## src/wpp_pkg.sv

```systemverilog
`timescale 1ns / 1ps

package wpp_pkg;

	localparam logic [31:0] TAG_RIFF = 32'h5249_4646;
	localparam logic [31:0] TAG_WAVE = 32'h5741_5645;
	localparam logic [31:0] TAG_FMT  = 32'h666D_7420;
	localparam logic [31:0] TAG_DATA = 32'h6461_7461;

	localparam logic [15:0] FMT_PCM        = 16'd1;
	localparam logic [15:0] FMT_EXTENSIBLE = 16'd65534;
	localparam logic [15:0] SAMPLE_BITS    = 16'd16;
	localparam logic [31:0] FMT_MIN_SIZE   = 32'd16;

	localparam int MIN_FILE_BYTES = 44;
	localparam int COUNT_W        = $clog2(MIN_FILE_BYTES + 1);

	localparam int QUEUE_DEPTH = 4;

	localparam logic [2:0] ST_OK       = 3'd0;
	localparam logic [2:0] ST_NOT_RIFF = 3'd1;
	localparam logic [2:0] ST_BAD_FMT  = 3'd2;
	localparam logic [2:0] ST_MISSING  = 3'd3;
	localparam logic [2:0] ST_NOT_PCM  = 3'd4;
	localparam logic [2:0] ST_MISMATCH = 3'd5;

	localparam logic KIND_SAMPLE = 1'b0;
	localparam logic KIND_STATUS = 1'b1;

	localparam int  ADDR_W       = 3;
	localparam logic REG_RATE     = 1'b0;
	localparam logic REG_CHANNELS = 1'b1;

	localparam logic [31:0] RATE_RESET     = 32'd16000;
	localparam logic [15:0] CHANNELS_RESET = 16'd1;

	typedef struct packed {
		logic [31:0] rate;
		logic [15:0] channels;
	} cfg_t;

	typedef struct packed {
		logic               has_sample;
		logic signed [15:0] sample;
		logic               has_status;
		logic [2:0]         status;
	} rec_t;

endpackage

```

## src/wpp_byte_if.sv

```systemverilog
`timescale 1ns / 1ps

interface wpp_byte_if;
	logic       valid;
	logic       ready;
	logic [7:0] file_byte;
	logic       end_of_file;

	modport source (output valid, output file_byte, output end_of_file, input ready);
	modport sink (input valid, input file_byte, input end_of_file, output ready);
endinterface

```

## src/wpp_res_if.sv

```systemverilog
`timescale 1ns / 1ps

interface wpp_res_if;
	logic               valid;
	logic               ready;
	logic               kind;
	logic signed [15:0] sample;
	logic [2:0]         status;
	logic               final_res;

	modport source (output valid, output kind, output sample, output status,
		output final_res, input ready);
	modport sink (input valid, input kind, input sample, input status,
		input final_res, output ready);
endinterface

```

## src/wpp_regs.sv

```systemverilog
`timescale 1ns / 1ps

module wpp_regs
	import wpp_pkg::*;
(
	input  logic              clk,
	input  logic              arst_n,
	input  logic              psel,
	input  logic              penable,
	input  logic              pwrite,
	input  logic [ADDR_W-1:0] paddr,
	input  logic [31:0]       pwdata,
	output logic [31:0]       prdata,
	output logic              pready,
	output cfg_t              cfg
);

	cfg_t cfg_q;
	logic wr_en;

	assign pready = 1'b1;
	assign wr_en  = psel && penable && pwrite;
	assign cfg    = cfg_q;

	always_ff @(posedge clk or negedge arst_n) begin
		if (!arst_n) begin
			cfg_q.rate     <= RATE_RESET;
			cfg_q.channels <= CHANNELS_RESET;
		end else if (wr_en) begin
			unique case (paddr[2])
				REG_RATE:     cfg_q.rate     <= pwdata;
				REG_CHANNELS: cfg_q.channels <= pwdata[15:0];
				default:      ;
			endcase
		end
	end

	always_comb begin
		unique case (paddr[2])
			REG_RATE:     prdata = cfg_q.rate;
			REG_CHANNELS: prdata = {16'd0, cfg_q.channels};
			default:      prdata = '0;
		endcase
	end

endmodule

```

## src/wpp_front.sv

```systemverilog
`timescale 1ns / 1ps

module wpp_front
	import wpp_pkg::*;
(
	input  logic   clk,
	input  logic   arst_n,
	input  cfg_t   cfg,
	wpp_byte_if.sink byte_in,
	input  logic   queue_full,
	output logic   push,
	output rec_t   push_rec
);

	typedef enum logic [7:0] {
		PH_RIFF  = 8'b0000_0001,
		PH_HDR   = 8'b0000_0010,
		PH_FMT   = 8'b0000_0100,
		PH_SKIP  = 8'b0000_1000,
		PH_PAD   = 8'b0001_0000,
		PH_DATA  = 8'b0010_0000,
		PH_DRAIN = 8'b0100_0000,
		PH_ERR   = 8'b1000_0000
	} phase_t;

	phase_t               phase_q, phase_n;
	logic [COUNT_W-1:0]   count_q, count_n;
	logic [31:0]          pos_q, pos_n, pos_inc;
	logic                 fmt_seen_q, fmt_seen_n;
	logic [2:0]           err_q, err_n;
	logic [31:0]          tag_q, tag_n, tag_sh;
	logic [31:0]          size_q, size_n;
	logic [15:0]          format_q, format_n;
	logic [15:0]          chans_q, chans_n;
	logic [31:0]          rate_q, rate_n;
	logic [15:0]          bits_q, bits_n;
	logic [7:0]           hold_q, hold_n;
	logic                 to_end_q, to_end_n;
	logic                 accept;
	logic [7:0]           b;
	logic [4:0]           shamt;
	logic                 emit;
	logic [2:0]           st;

	assign byte_in.ready = !queue_full;
	assign accept        = byte_in.valid && byte_in.ready;
	assign b             = byte_in.file_byte;
	assign shamt         = {pos_q[1:0], 3'b000};
	assign tag_sh        = {tag_q[23:0], b};
	assign pos_inc       = pos_q + 32'd1;

	always_comb begin
		phase_n    = phase_q;
		count_n    = (count_q == COUNT_W'(MIN_FILE_BYTES)) ? count_q : count_q + 1'b1;
		pos_n      = pos_q;
		fmt_seen_n = fmt_seen_q;
		err_n      = err_q;
		tag_n      = tag_q;
		size_n     = size_q;
		format_n   = format_q;
		chans_n    = chans_q;
		rate_n     = rate_q;
		bits_n     = bits_q;
		hold_n     = hold_q;
		to_end_n   = to_end_q;
		emit       = 1'b0;
		st         = ST_OK;

		unique case (phase_q) inside
			PH_RIFF: begin
				tag_n = tag_sh;
				if (count_q == COUNT_W'(3) && tag_sh != TAG_RIFF) begin
					err_n   = ST_NOT_RIFF;
					phase_n = PH_ERR;
				end else if (count_q == COUNT_W'(11)) begin
					if (tag_sh != TAG_WAVE) begin
						err_n   = ST_NOT_RIFF;
						phase_n = PH_ERR;
					end else begin
						phase_n = PH_HDR;
						pos_n   = '0;
					end
				end
			end
			PH_HDR: begin
				if (pos_q < 32'd4) begin
					tag_n = tag_sh;
					if (pos_q == 32'd0) begin
						size_n = '0;
					end
				end else begin
					size_n = size_q | (32'(b) << shamt);
				end
				pos_n = pos_inc;
				if (pos_inc >= 32'd8) begin
					pos_n = '0;
					if (tag_n == TAG_FMT) begin
						if (size_n < FMT_MIN_SIZE) begin
							err_n   = ST_BAD_FMT;
							phase_n = PH_ERR;
						end else begin
							phase_n = PH_FMT;
						end
					end else if (tag_n == TAG_DATA) begin
						if (!fmt_seen_q) begin
							err_n   = ST_MISSING;
							phase_n = PH_ERR;
						end else if (format_q != FMT_PCM && format_q != FMT_EXTENSIBLE) begin
							err_n   = ST_NOT_PCM;
							phase_n = PH_ERR;
						end else if (chans_q != cfg.channels || rate_q != cfg.rate ||
							bits_q != SAMPLE_BITS) begin
							err_n   = ST_MISMATCH;
							phase_n = PH_ERR;
						end else begin
							to_end_n = (size_n == 32'd0);
							phase_n  = PH_DATA;
						end
					end else if (size_n == 32'd0) begin
						phase_n = PH_HDR;
					end else begin
						phase_n = PH_SKIP;
					end
				end
			end
			PH_FMT: begin
				case (pos_q) inside
					32'd0: begin
						format_n = {8'd0, b};
						chans_n  = '0;
						rate_n   = '0;
						bits_n   = '0;
					end
					32'd1: format_n = {b, format_q[7:0]};
					32'd2: chans_n = {8'd0, b};
					32'd3: chans_n = {b, chans_q[7:0]};
					[32'd4:32'd7]: rate_n = rate_q | (32'(b) << shamt);
					32'd14: bits_n = {8'd0, b};
					32'd15: begin
						bits_n     = {b, bits_q[7:0]};
						fmt_seen_n = 1'b1;
					end
					default: ;
				endcase
				pos_n = pos_inc;
				if (pos_inc == size_q) begin
					pos_n   = '0;
					phase_n = size_q[0] ? PH_PAD : PH_HDR;
				end
			end
			PH_SKIP: begin
				pos_n = pos_inc;
				if (pos_inc == size_q) begin
					pos_n   = '0;
					phase_n = size_q[0] ? PH_PAD : PH_HDR;
				end
			end
			PH_PAD: begin
				phase_n = PH_HDR;
				pos_n   = '0;
			end
			PH_DATA: begin
				if (!pos_q[0]) begin
					hold_n = b;
				end else begin
					emit = 1'b1;
				end
				pos_n = pos_inc;
				if (!to_end_q && pos_inc == size_q) begin
					phase_n = PH_DRAIN;
				end
			end
			PH_DRAIN, PH_ERR: ;
			default: ;
		endcase

		if (byte_in.end_of_file) begin
			if (count_n < COUNT_W'(MIN_FILE_BYTES)) begin
				st = ST_NOT_RIFF;
			end else if (phase_n == PH_ERR) begin
				st = err_n;
			end else if (phase_n == PH_DATA || phase_n == PH_DRAIN) begin
				st = ST_OK;
			end else if (phase_n == PH_FMT) begin
				st = ST_BAD_FMT;
			end else begin
				st = ST_MISSING;
			end
			phase_n    = PH_RIFF;
			count_n    = '0;
			pos_n      = '0;
			fmt_seen_n = 1'b0;
			err_n      = ST_OK;
			to_end_n   = 1'b0;
		end
	end

	assign push                = accept && (emit || byte_in.end_of_file);
	assign push_rec.has_sample = emit;
	assign push_rec.sample     = $signed({b, hold_q});
	assign push_rec.has_status = byte_in.end_of_file;
	assign push_rec.status     = st;

	always_ff @(posedge clk or negedge arst_n) begin
		if (!arst_n) begin
			phase_q    <= PH_RIFF;
			count_q    <= '0;
			pos_q      <= '0;
			fmt_seen_q <= 1'b0;
			err_q      <= ST_OK;
			to_end_q   <= 1'b0;
		end else if (accept) begin
			phase_q    <= phase_n;
			count_q    <= count_n;
			pos_q      <= pos_n;
			fmt_seen_q <= fmt_seen_n;
			err_q      <= err_n;
			to_end_q   <= to_end_n;
		end
	end

	always_ff @(posedge clk) begin
		if (accept) begin
			tag_q    <= tag_n;
			size_q   <= size_n;
			format_q <= format_n;
			chans_q  <= chans_n;
			rate_q   <= rate_n;
			bits_q   <= bits_n;
			hold_q   <= hold_n;
		end
	end

endmodule

```

## src/wpp_queue.sv

```systemverilog
`timescale 1ns / 1ps

module wpp_queue #(
	parameter int WIDTH = 8,
	parameter int DEPTH = 4
) (
	input  logic             clk,
	input  logic             arst_n,
	input  logic             push,
	input  logic [WIDTH-1:0] push_data,
	output logic             full,
	input  logic             pop,
	output logic [WIDTH-1:0] pop_data,
	output logic             empty
);

	localparam int PW = (DEPTH > 1) ? $clog2(DEPTH) : 1;
	localparam int CW = $clog2(DEPTH + 1);

	logic [WIDTH-1:0] mem_q [DEPTH];
	logic [PW-1:0]    wr_ptr_q, rd_ptr_q;
	logic [CW-1:0]    count_q;
	logic             do_push, do_pop;

	assign full     = (count_q == CW'(DEPTH));
	assign empty    = (count_q == '0);
	assign do_push  = push && !full;
	assign do_pop   = pop && !empty;
	assign pop_data = mem_q[rd_ptr_q];

	always_ff @(posedge clk or negedge arst_n) begin
		if (!arst_n) begin
			wr_ptr_q <= '0;
			rd_ptr_q <= '0;
			count_q  <= '0;
		end else begin
			if (do_push) begin
				wr_ptr_q <= (wr_ptr_q == PW'(DEPTH - 1)) ? '0 : wr_ptr_q + 1'b1;
			end
			if (do_pop) begin
				rd_ptr_q <= (rd_ptr_q == PW'(DEPTH - 1)) ? '0 : rd_ptr_q + 1'b1;
			end
			if (do_push && !do_pop) begin
				count_q <= count_q + 1'b1;
			end else if (do_pop && !do_push) begin
				count_q <= count_q - 1'b1;
			end
		end
	end

	always_ff @(posedge clk) begin
		if (do_push) begin
			mem_q[wr_ptr_q] <= push_data;
		end
	end

endmodule

```

## src/wpp_back.sv

```systemverilog
`timescale 1ns / 1ps

module wpp_back
	import wpp_pkg::*;
(
	input  logic clk,
	input  logic arst_n,
	input  logic queue_empty,
	input  rec_t pop_rec,
	output logic pop,
	wpp_res_if.source result_out
);

	logic               valid_q;
	logic               kind_q;
	logic signed [15:0] sample_q;
	logic [2:0]         status_q;
	logic               pend_q;
	logic [2:0]         pend_status_q;
	logic               can_load;

	assign can_load = !valid_q || result_out.ready;
	assign pop      = can_load && !pend_q && !queue_empty;

	assign result_out.valid     = valid_q;
	assign result_out.kind      = kind_q;
	assign result_out.sample    = sample_q;
	assign result_out.status    = status_q;
	assign result_out.final_res = (kind_q == KIND_STATUS);

	always_ff @(posedge clk or negedge arst_n) begin
		if (!arst_n) begin
			valid_q <= 1'b0;
			pend_q  <= 1'b0;
		end else if (can_load) begin
			if (pend_q) begin
				valid_q <= 1'b1;
				pend_q  <= 1'b0;
			end else if (!queue_empty) begin
				valid_q <= 1'b1;
				pend_q  <= pop_rec.has_sample && pop_rec.has_status;
			end else begin
				valid_q <= 1'b0;
			end
		end
	end

	always_ff @(posedge clk) begin
		if (can_load) begin
			if (pend_q) begin
				kind_q   <= KIND_STATUS;
				sample_q <= '0;
				status_q <= pend_status_q;
			end else if (!queue_empty) begin
				pend_status_q <= pop_rec.status;
				if (pop_rec.has_sample) begin
					kind_q   <= KIND_SAMPLE;
					sample_q <= pop_rec.sample;
					status_q <= ST_OK;
				end else begin
					kind_q   <= KIND_STATUS;
					sample_q <= '0;
					status_q <= pop_rec.status;
				end
			end
		end
	end

endmodule

```

## src/wav_pcm16_stream_parser.sv

```systemverilog
`timescale 1ns / 1ps

// Byte-serial parser for RIFF/WAVE files carrying 16-bit PCM of the configured channel count.
// One file byte is taken per clock as long as the result queue has room; the header walk, fmt
// capture and format checks are all per-byte field updates, so the input side sustains one
// transfer per cycle. Each pair of data bytes yields one signed Q1.15 sample transfer, and the
// byte marked end_of_file yields a final status transfer as well. Results pass through a short
// queue and an output register, so a stalled output holds up input only once the queue has
// filled. Write the expected rate and channel count over the APB port while no file is in
// progress (not enforced); parsing restarts from the RIFF tag after each end_of_file byte.

module wav_pcm16_stream_parser
	import wpp_pkg::*;
#(
	parameter int QDEPTH = QUEUE_DEPTH
) (
	input  logic              clk,
	input  logic              arst_n,
	wpp_byte_if.sink          byte_in,
	wpp_res_if.source         result_out,
	input  logic              psel,
	input  logic              penable,
	input  logic              pwrite,
	input  logic [ADDR_W-1:0] paddr,
	input  logic [31:0]       pwdata,
	output logic [31:0]       prdata,
	output logic              pready
);

	cfg_t cfg;
	logic push, pop, full, empty;
	rec_t push_rec, pop_rec;

	wpp_regs u_regs (
		.clk     (clk),
		.arst_n  (arst_n),
		.psel    (psel),
		.penable (penable),
		.pwrite  (pwrite),
		.paddr   (paddr),
		.pwdata  (pwdata),
		.prdata  (prdata),
		.pready  (pready),
		.cfg     (cfg)
	);

	wpp_front u_front (
		.clk        (clk),
		.arst_n     (arst_n),
		.cfg        (cfg),
		.byte_in    (byte_in),
		.queue_full (full),
		.push       (push),
		.push_rec   (push_rec)
	);

	wpp_queue #(
		.WIDTH ($bits(rec_t)),
		.DEPTH (QDEPTH)
	) u_queue (
		.clk       (clk),
		.arst_n    (arst_n),
		.push      (push),
		.push_data (push_rec),
		.full      (full),
		.pop       (pop),
		.pop_data  (pop_rec),
		.empty     (empty)
	);

	wpp_back u_back (
		.clk         (clk),
		.arst_n      (arst_n),
		.queue_empty (empty),
		.pop_rec     (pop_rec),
		.pop         (pop),
		.result_out  (result_out)
	);

endmodule
```

## src/flat_wrapper.sv

```systemverilog
// flat-port wrapper written by rule: the top's interface ports become plain ports
module wav_pcm16_stream_parser_flat import wpp_pkg::*;
#(
	parameter int QDEPTH = QUEUE_DEPTH
)
  (clk, arst_n, psel, penable, pwrite, paddr, pwdata, prdata, pready, byte_in_valid, byte_in_file_byte, byte_in_end_of_file, byte_in_ready, result_out_valid, result_out_kind, result_out_sample, result_out_status, result_out_final_res, result_out_ready);
  wpp_byte_if byte_in_i ();
  wpp_res_if result_out_i ();
  input  logic clk;
  input  logic arst_n;
  input  logic psel;
  input  logic penable;
  input  logic pwrite;
  input  logic [ADDR_W-1:0] paddr;
  input  logic [31:0] pwdata;
  output logic [31:0] prdata;
  output logic pready;
  input wire logic [$bits(byte_in_i.valid)-1:0] byte_in_valid;
  input wire logic [$bits(byte_in_i.file_byte)-1:0] byte_in_file_byte;
  input wire logic [$bits(byte_in_i.end_of_file)-1:0] byte_in_end_of_file;
  output wire logic [$bits(byte_in_i.ready)-1:0] byte_in_ready;
  output wire logic [$bits(result_out_i.valid)-1:0] result_out_valid;
  output wire logic [$bits(result_out_i.kind)-1:0] result_out_kind;
  output wire logic [$bits(result_out_i.sample)-1:0] result_out_sample;
  output wire logic [$bits(result_out_i.status)-1:0] result_out_status;
  output wire logic [$bits(result_out_i.final_res)-1:0] result_out_final_res;
  input wire logic [$bits(result_out_i.ready)-1:0] result_out_ready;
  assign byte_in_i.valid = byte_in_valid;
  assign byte_in_i.file_byte = byte_in_file_byte;
  assign byte_in_i.end_of_file = byte_in_end_of_file;
  assign byte_in_ready = byte_in_i.ready;
  assign result_out_valid = result_out_i.valid;
  assign result_out_kind = result_out_i.kind;
  assign result_out_sample = result_out_i.sample;
  assign result_out_status = result_out_i.status;
  assign result_out_final_res = result_out_i.final_res;
  assign result_out_i.ready = result_out_ready;
  wav_pcm16_stream_parser #(.QDEPTH(QDEPTH)) u_core (.clk(clk), .arst_n(arst_n), .byte_in(byte_in_i), .result_out(result_out_i), .psel(psel), .penable(penable), .pwrite(pwrite), .paddr(paddr), .pwdata(pwdata), .prdata(prdata), .pready(pready));
endmodule
```

## config.mk

```make
export PLATFORM = sky130hd
export DESIGN_NAME = wav_pcm16_stream_parser_flat
export DESIGN_NICKNAME = d
export VERILOG_FILES = /design/src/wpp_pkg.sv /design/src/wpp_byte_if.sv /design/src/wpp_res_if.sv /design/src/wpp_regs.sv /design/src/wpp_front.sv /design/src/wpp_queue.sv /design/src/wpp_back.sv /design/src/wav_pcm16_stream_parser.sv /design/src/flat_wrapper.sv
export SDC_FILE = /design/constraint.sdc
export NUM_CORES = 1
export LEC_CHECK = 0
export ABC_AREA = 1
export BUFFER_PORTS_ARGS = -buffer_cell sky130_fd_sc_hd__buf_4
export CAP_MARGIN = 10
export CORE_MARGIN = 1
export CORE_UTILIZATION = 35
export CTS_CLUSTER_SIZE = 25
export DETAILED_ROUTE_END_ITERATION = 7
export GPL_TIMING_DRIVEN = 0
export PLACE_DENSITY_LB_ADDON = 0.1
export SYNTH_ARGS = -nofsm -noshare
export SYNTH_HDL_FRONTEND = slang
export SYNTH_HIERARCHICAL = 1
export SYNTH_SLANG_ARGS = --single-unit
```

## constraint.sdc

```tcl
create_clock -name clk -period 6.2 [get_ports clk]
set_clock_uncertainty 0.15 [all_clocks]
set_input_delay 1.24 -clock clk [delete_from_list [all_inputs] [get_ports clk]]
set_output_delay 1.24 -clock clk [all_outputs]
set_load 0.01 [all_outputs]
```

==> flow_metrics.py <==
metrics = {
    "clock_tree": {
        "cts_buffers": 44,
        "clockRootBuffer": "clkbuf_16",
        "holdBufCountCts": 0,
        "cts_buffer_depth": 3,
        "ctsResizeCount": 0,
        "cts_setup_buffers": 0,
        "h-tree-depth": 2,
        "cts.sinks": 367,
        "clk_latency_ns": 0.59,
        "cts_tree": "built",
        "clkSlewWorstSetupHoldPaths_ns": 0.06,
    },
    "logic_synthesis": {
        "avgSynthCellArea_um2": 8.17,
        "seq_area_frac_synth_pct": 51.4,
        "synth.top_cell.area_share_pct": 38.1,
        "synthTopCellsByArea": "edfxtp_1, nand2_1, dfrtp_1",
        "syn-num-nets": 2562,
        "synth_seq_cells": 367,
        "synthFlopType": "edfxtp_1",
        "ys.warnings.count": 6,
        "yosys.area.top_type": "edfxtp_1",
        "synthCells": 2498,
        "ys_async_sr_fraction_pct": 29.4,
        "synth_edf_count": 259,
        "synth_cell_types": 54,
        "syn_area_um2": 20400,
    },
    "timing": {
        "grt_setup_unrepaired": "false",
        "hold_viol": 0,
        "relSlewSlack_pct": 27.0,
        "fin_crit_sh_pct": 70.8,
        "slew_viol_final": 0,
        "fin_setup_tns_ns": 0,
        "period_needed_ns": 4.39,
        "timing.fmax_ghz": 0.228,
        "setup_ws_ns": 1.81,
        "setup_viol_count_final": 0,
        "tightest_slew_ns": 1.09,
    },
    "critical_path": {
        "cpMostUsedCell": "nand2_1",
        "crit_chain": "ha_1 > inv_1 > nor2_2 > nand2_1 > nor2_2 > nand2_1 > nand2_1 > nand2_1 > inv_1 > nand4_1 > nor2_1 > nand3_2 > inv_2 > nand2_1 > nand3_1 > nand3_1 > nand2_1 > nand2_1 > nor2_1 > nand2_1 > o211a_1",
        "path_max_fanout": 7,
        "r2r-end": "u_core/u_queue/mem_q[3][1]$_DFFE_PP_",
        "r2r-start": "u_core/u_front/pos_q[0]$_DFFE_PN0P_",
        "worstSetupPathType": "flip-flop to flip-flop",
        "required_ns": 6.36,
        "start_kind": "flip-flop",
        "rr_worst_depth": 21,
        "critPathCaptureType": "flip-flop",
        "critPathArrivalTime_ns": 4.55,
        "crit_slowest_cell": "dfrtp_1",
        "rrSetupSlack_ns": 1.81,
        "slowest_delay_ns": 0.53,
    },
    "placed_design": {
        "dp_hpwl_um": 48500,
        "placed_cells": 3374,
        "post-place-ws_ns": 1.81,
        "place_congestion": 0.923,
        "io_buffer_count": 103,
    },
    "hold_path": {
        "min_from": "u_core/u_regs/cfg[28]$_DFFE_PN1P_",
        "hold_path.class": "flip-flop to flip-flop",
        "min_path_cells": 2,
        "min_to": "u_core/u_regs/cfg[28]$_DFFE_PN1P_",
    },
    "pwr": {
        "p_leak_nw": 10.8,
        "intPower_mw": 5.54,
        "max-vdd-ir-drop_uv": 238,
        "combPwrFrac_pct": 27.4,
        "p_switching_mw": 2.83,
        "p_per_area_nw_per_um2": 351,
        "clkPwrFrac_pct": 32.7,
        "p_seq_share_pct": 39.9,
        "swShare_pct": 33.8,
    },
    "cells_and_area": {
        "diodes": 0,
        "area_growth_pct": 16.8,
        "final_nets": 2719,
        "n_fill_cell": 5965,
        "final_cells": 3454,
        "final_core_util_pct": 41.3,
        "drive_gt1_share_pct": 12.6,
    },
    "global_route": {
        "antenna_found_initial": 1,
        "grt_use_total_pct": 21.4,
        "grt_pass1_wl_um": 97500,
        "grt_pass1_vias": 16802,
        "globalRoute.totalOverflow": 0,
        "grt_max_degree": 60,
    },
    "route": {
        "remaining_drc_errors": 0,
        "routed_via_density": 4.93,
        "wirelength_um": 63600,
        "drtIter0Drc": 982,
        "ant_nets": 0,
        "wire_per_inst_um": 18.4,
        "firstDrtPassIters": 7,
        "vias": 17019,
    },
    "status": {
        "status": "finished, final reports clean",
    },
    "die": {
        "die_h_um": 244,
        "die_area_um2": 59300,
        "die_w_um": 244,
        "ios": 107,
        "start_util_pct": 35.4,
        "coreArea_um2": 57700,
        "rows": 88,
    },
    "run": {
        "max-cap-violations": 0,
    },
}
synth_stat cells (22+ instances only):
library cell,instances
nand2_1,752
nor3_1,33
nand4_1,37
nor4_1,22
buf_2,32
nor2_1,324
clkbuf_1,23
edfxtp_1,259
dfrtp_1,100
inv_1,327
o21ai_0,99
o22ai_1,40
xor2_1,39
nand3_1,156
how the worst max path moves through the flow:
stage	from	to	slack (ns)	cells after the start
floorplan	byte_in_valid	u_core/u_front/rate_q[0]$_SDFFCE_PP0P_	1.30	6
global route	u_core/u_front/pos_q[0]$_DFFE_PN0P_	u_core/u_queue/mem_q[2][2]$_DFFE_PP_	1.41	21
global placement	byte_in_valid	u_core/u_front/rate_q[26]$_SDFFCE_PP0P_	-0.68	7
detailed placement	byte_in_file_byte[0]	u_core/u_queue/mem_q[0][0]$_DFFE_PP_	1.81	18
CTS	u_core/u_front/pos_q[0]$_DFFE_PN0P_	u_core/u_queue/mem_q[3][1]$_DFFE_PP_	1.82	21
finish	u_core/u_front/pos_q[0]$_DFFE_PN0P_	u_core/u_queue/mem_q[3][1]$_DFFE_PP_	1.81	21
state kept, by name, indices dropped and copies added, names as in the netlist, 16 cells and up:
register and count:
u_core/u_front/chans_q 16, u_core/u_front/rate_q 32, u_core/u_regs/cfg 48, u_core/u_front/size_q 32, u_core/u_front/pos_q 32, u_core/u_front/bits_q 16
u_core/u_front/format_q 16, u_core/u_front/tag_q 32, u_core/u_queue/mem_q 84, u_core/u_back/result_out.sample 16
logic make-up (layout without fill, tap and decap cells):
family | after synthesis | in the layout | share of synthesized area (%)
simple gates | 1384 | 1384 | 28.5
other cells | 1 | 1 | 0.0184
flops | 367 | 367 | 51.4
buf+inv | 429 | 620 | 8.98
xor+xnor | 53 | 53 | 2.41
fa+ha+maj | 13 | 13 | 0.833
compound gates | 251 | 251 | 7.88
critical path, delay by kind of cell, from the launching register on:
family	cells	cell delay [ns]
fa+ha+maj	1	0.33
compound gates	1	0.26
buf+inv	3	0.38
flops	1	0.53
simple gates	16	2.44
power groups by stage:
stage	Clock (mW)	Combinational, mW	Sequential [mW]
after detailed placement	0	2.32	3.38
after global routing	2.89	2.58	3.38
after global placement	0	2.26	3.39
final	2.74	2.29	3.34
after floorplan	0	1.53	3.33
after CTS	2.82	2.32	3.34
final cells by class:
cell class,count,area (um^2),share of cell area [%]
sequential,367,10500,44.0
multi-input combinational,1702,8140,34.1
inverter,343,1290,5.42
clock buffer,53,1140,4.80
tap,765,957,4.01
timing repair buffer,111,911,3.82
buffer,86,541,2.27
clock inverter,27,372,1.56
placed cells by master, fill, tap and decap left out, types with 15 or more instances in the layout:
| master | instances |
|---|---|
| nand2_2 | 20 |
| nor4_1 | 22 |
| buf_4 | 120 |
| nor2_1 | 318 |
| inv_1 | 327 |
| nand2_1 | 752 |
| o21a_1 | 21 |
| dfrtp_1 | 100 |
| o22ai_1 | 40 |
| nand3_1 | 156 |
| a21oi_1 | 21 |
| clkbuf_1 | 31 |
| nand4_1 | 37 |
| xor2_1 | 39 |
| o211ai_1 | 21 |
| clkbuf_16 | 44 |
| edfxtp_1 | 259 |
| o211ai_2 | 21 |
| o21ai_0 | 99 |
| o21ai_1 | 15 |
| nor3_1 | 32 |
| buf_2 | 32 |
metrics by stage:
step	cell area (um^2)	hold slack (ns)	power, mW
detailed placement	22300	0.321	5.70
floorplan	20400	0.308	4.86
finish	23800	0.331	8.37
global route	23800	0.352	8.85
CTS	23800	0.330	8.48
global placement	22100	0.325	5.65
metal layers:
layer  up-vias  share of wire [%]  global-route usage, %  wire, um
li1       8416                  -                      -         -
met1      8140                 45                   28.0     28300
met2       389                 49                   37.5     31300
met3        74                4.1                   2.27      2610
met4         0                2.1                   5.61      1350
met5         -                  0                      0         0
No activity file was read; power rests on OpenSTA's default activity.
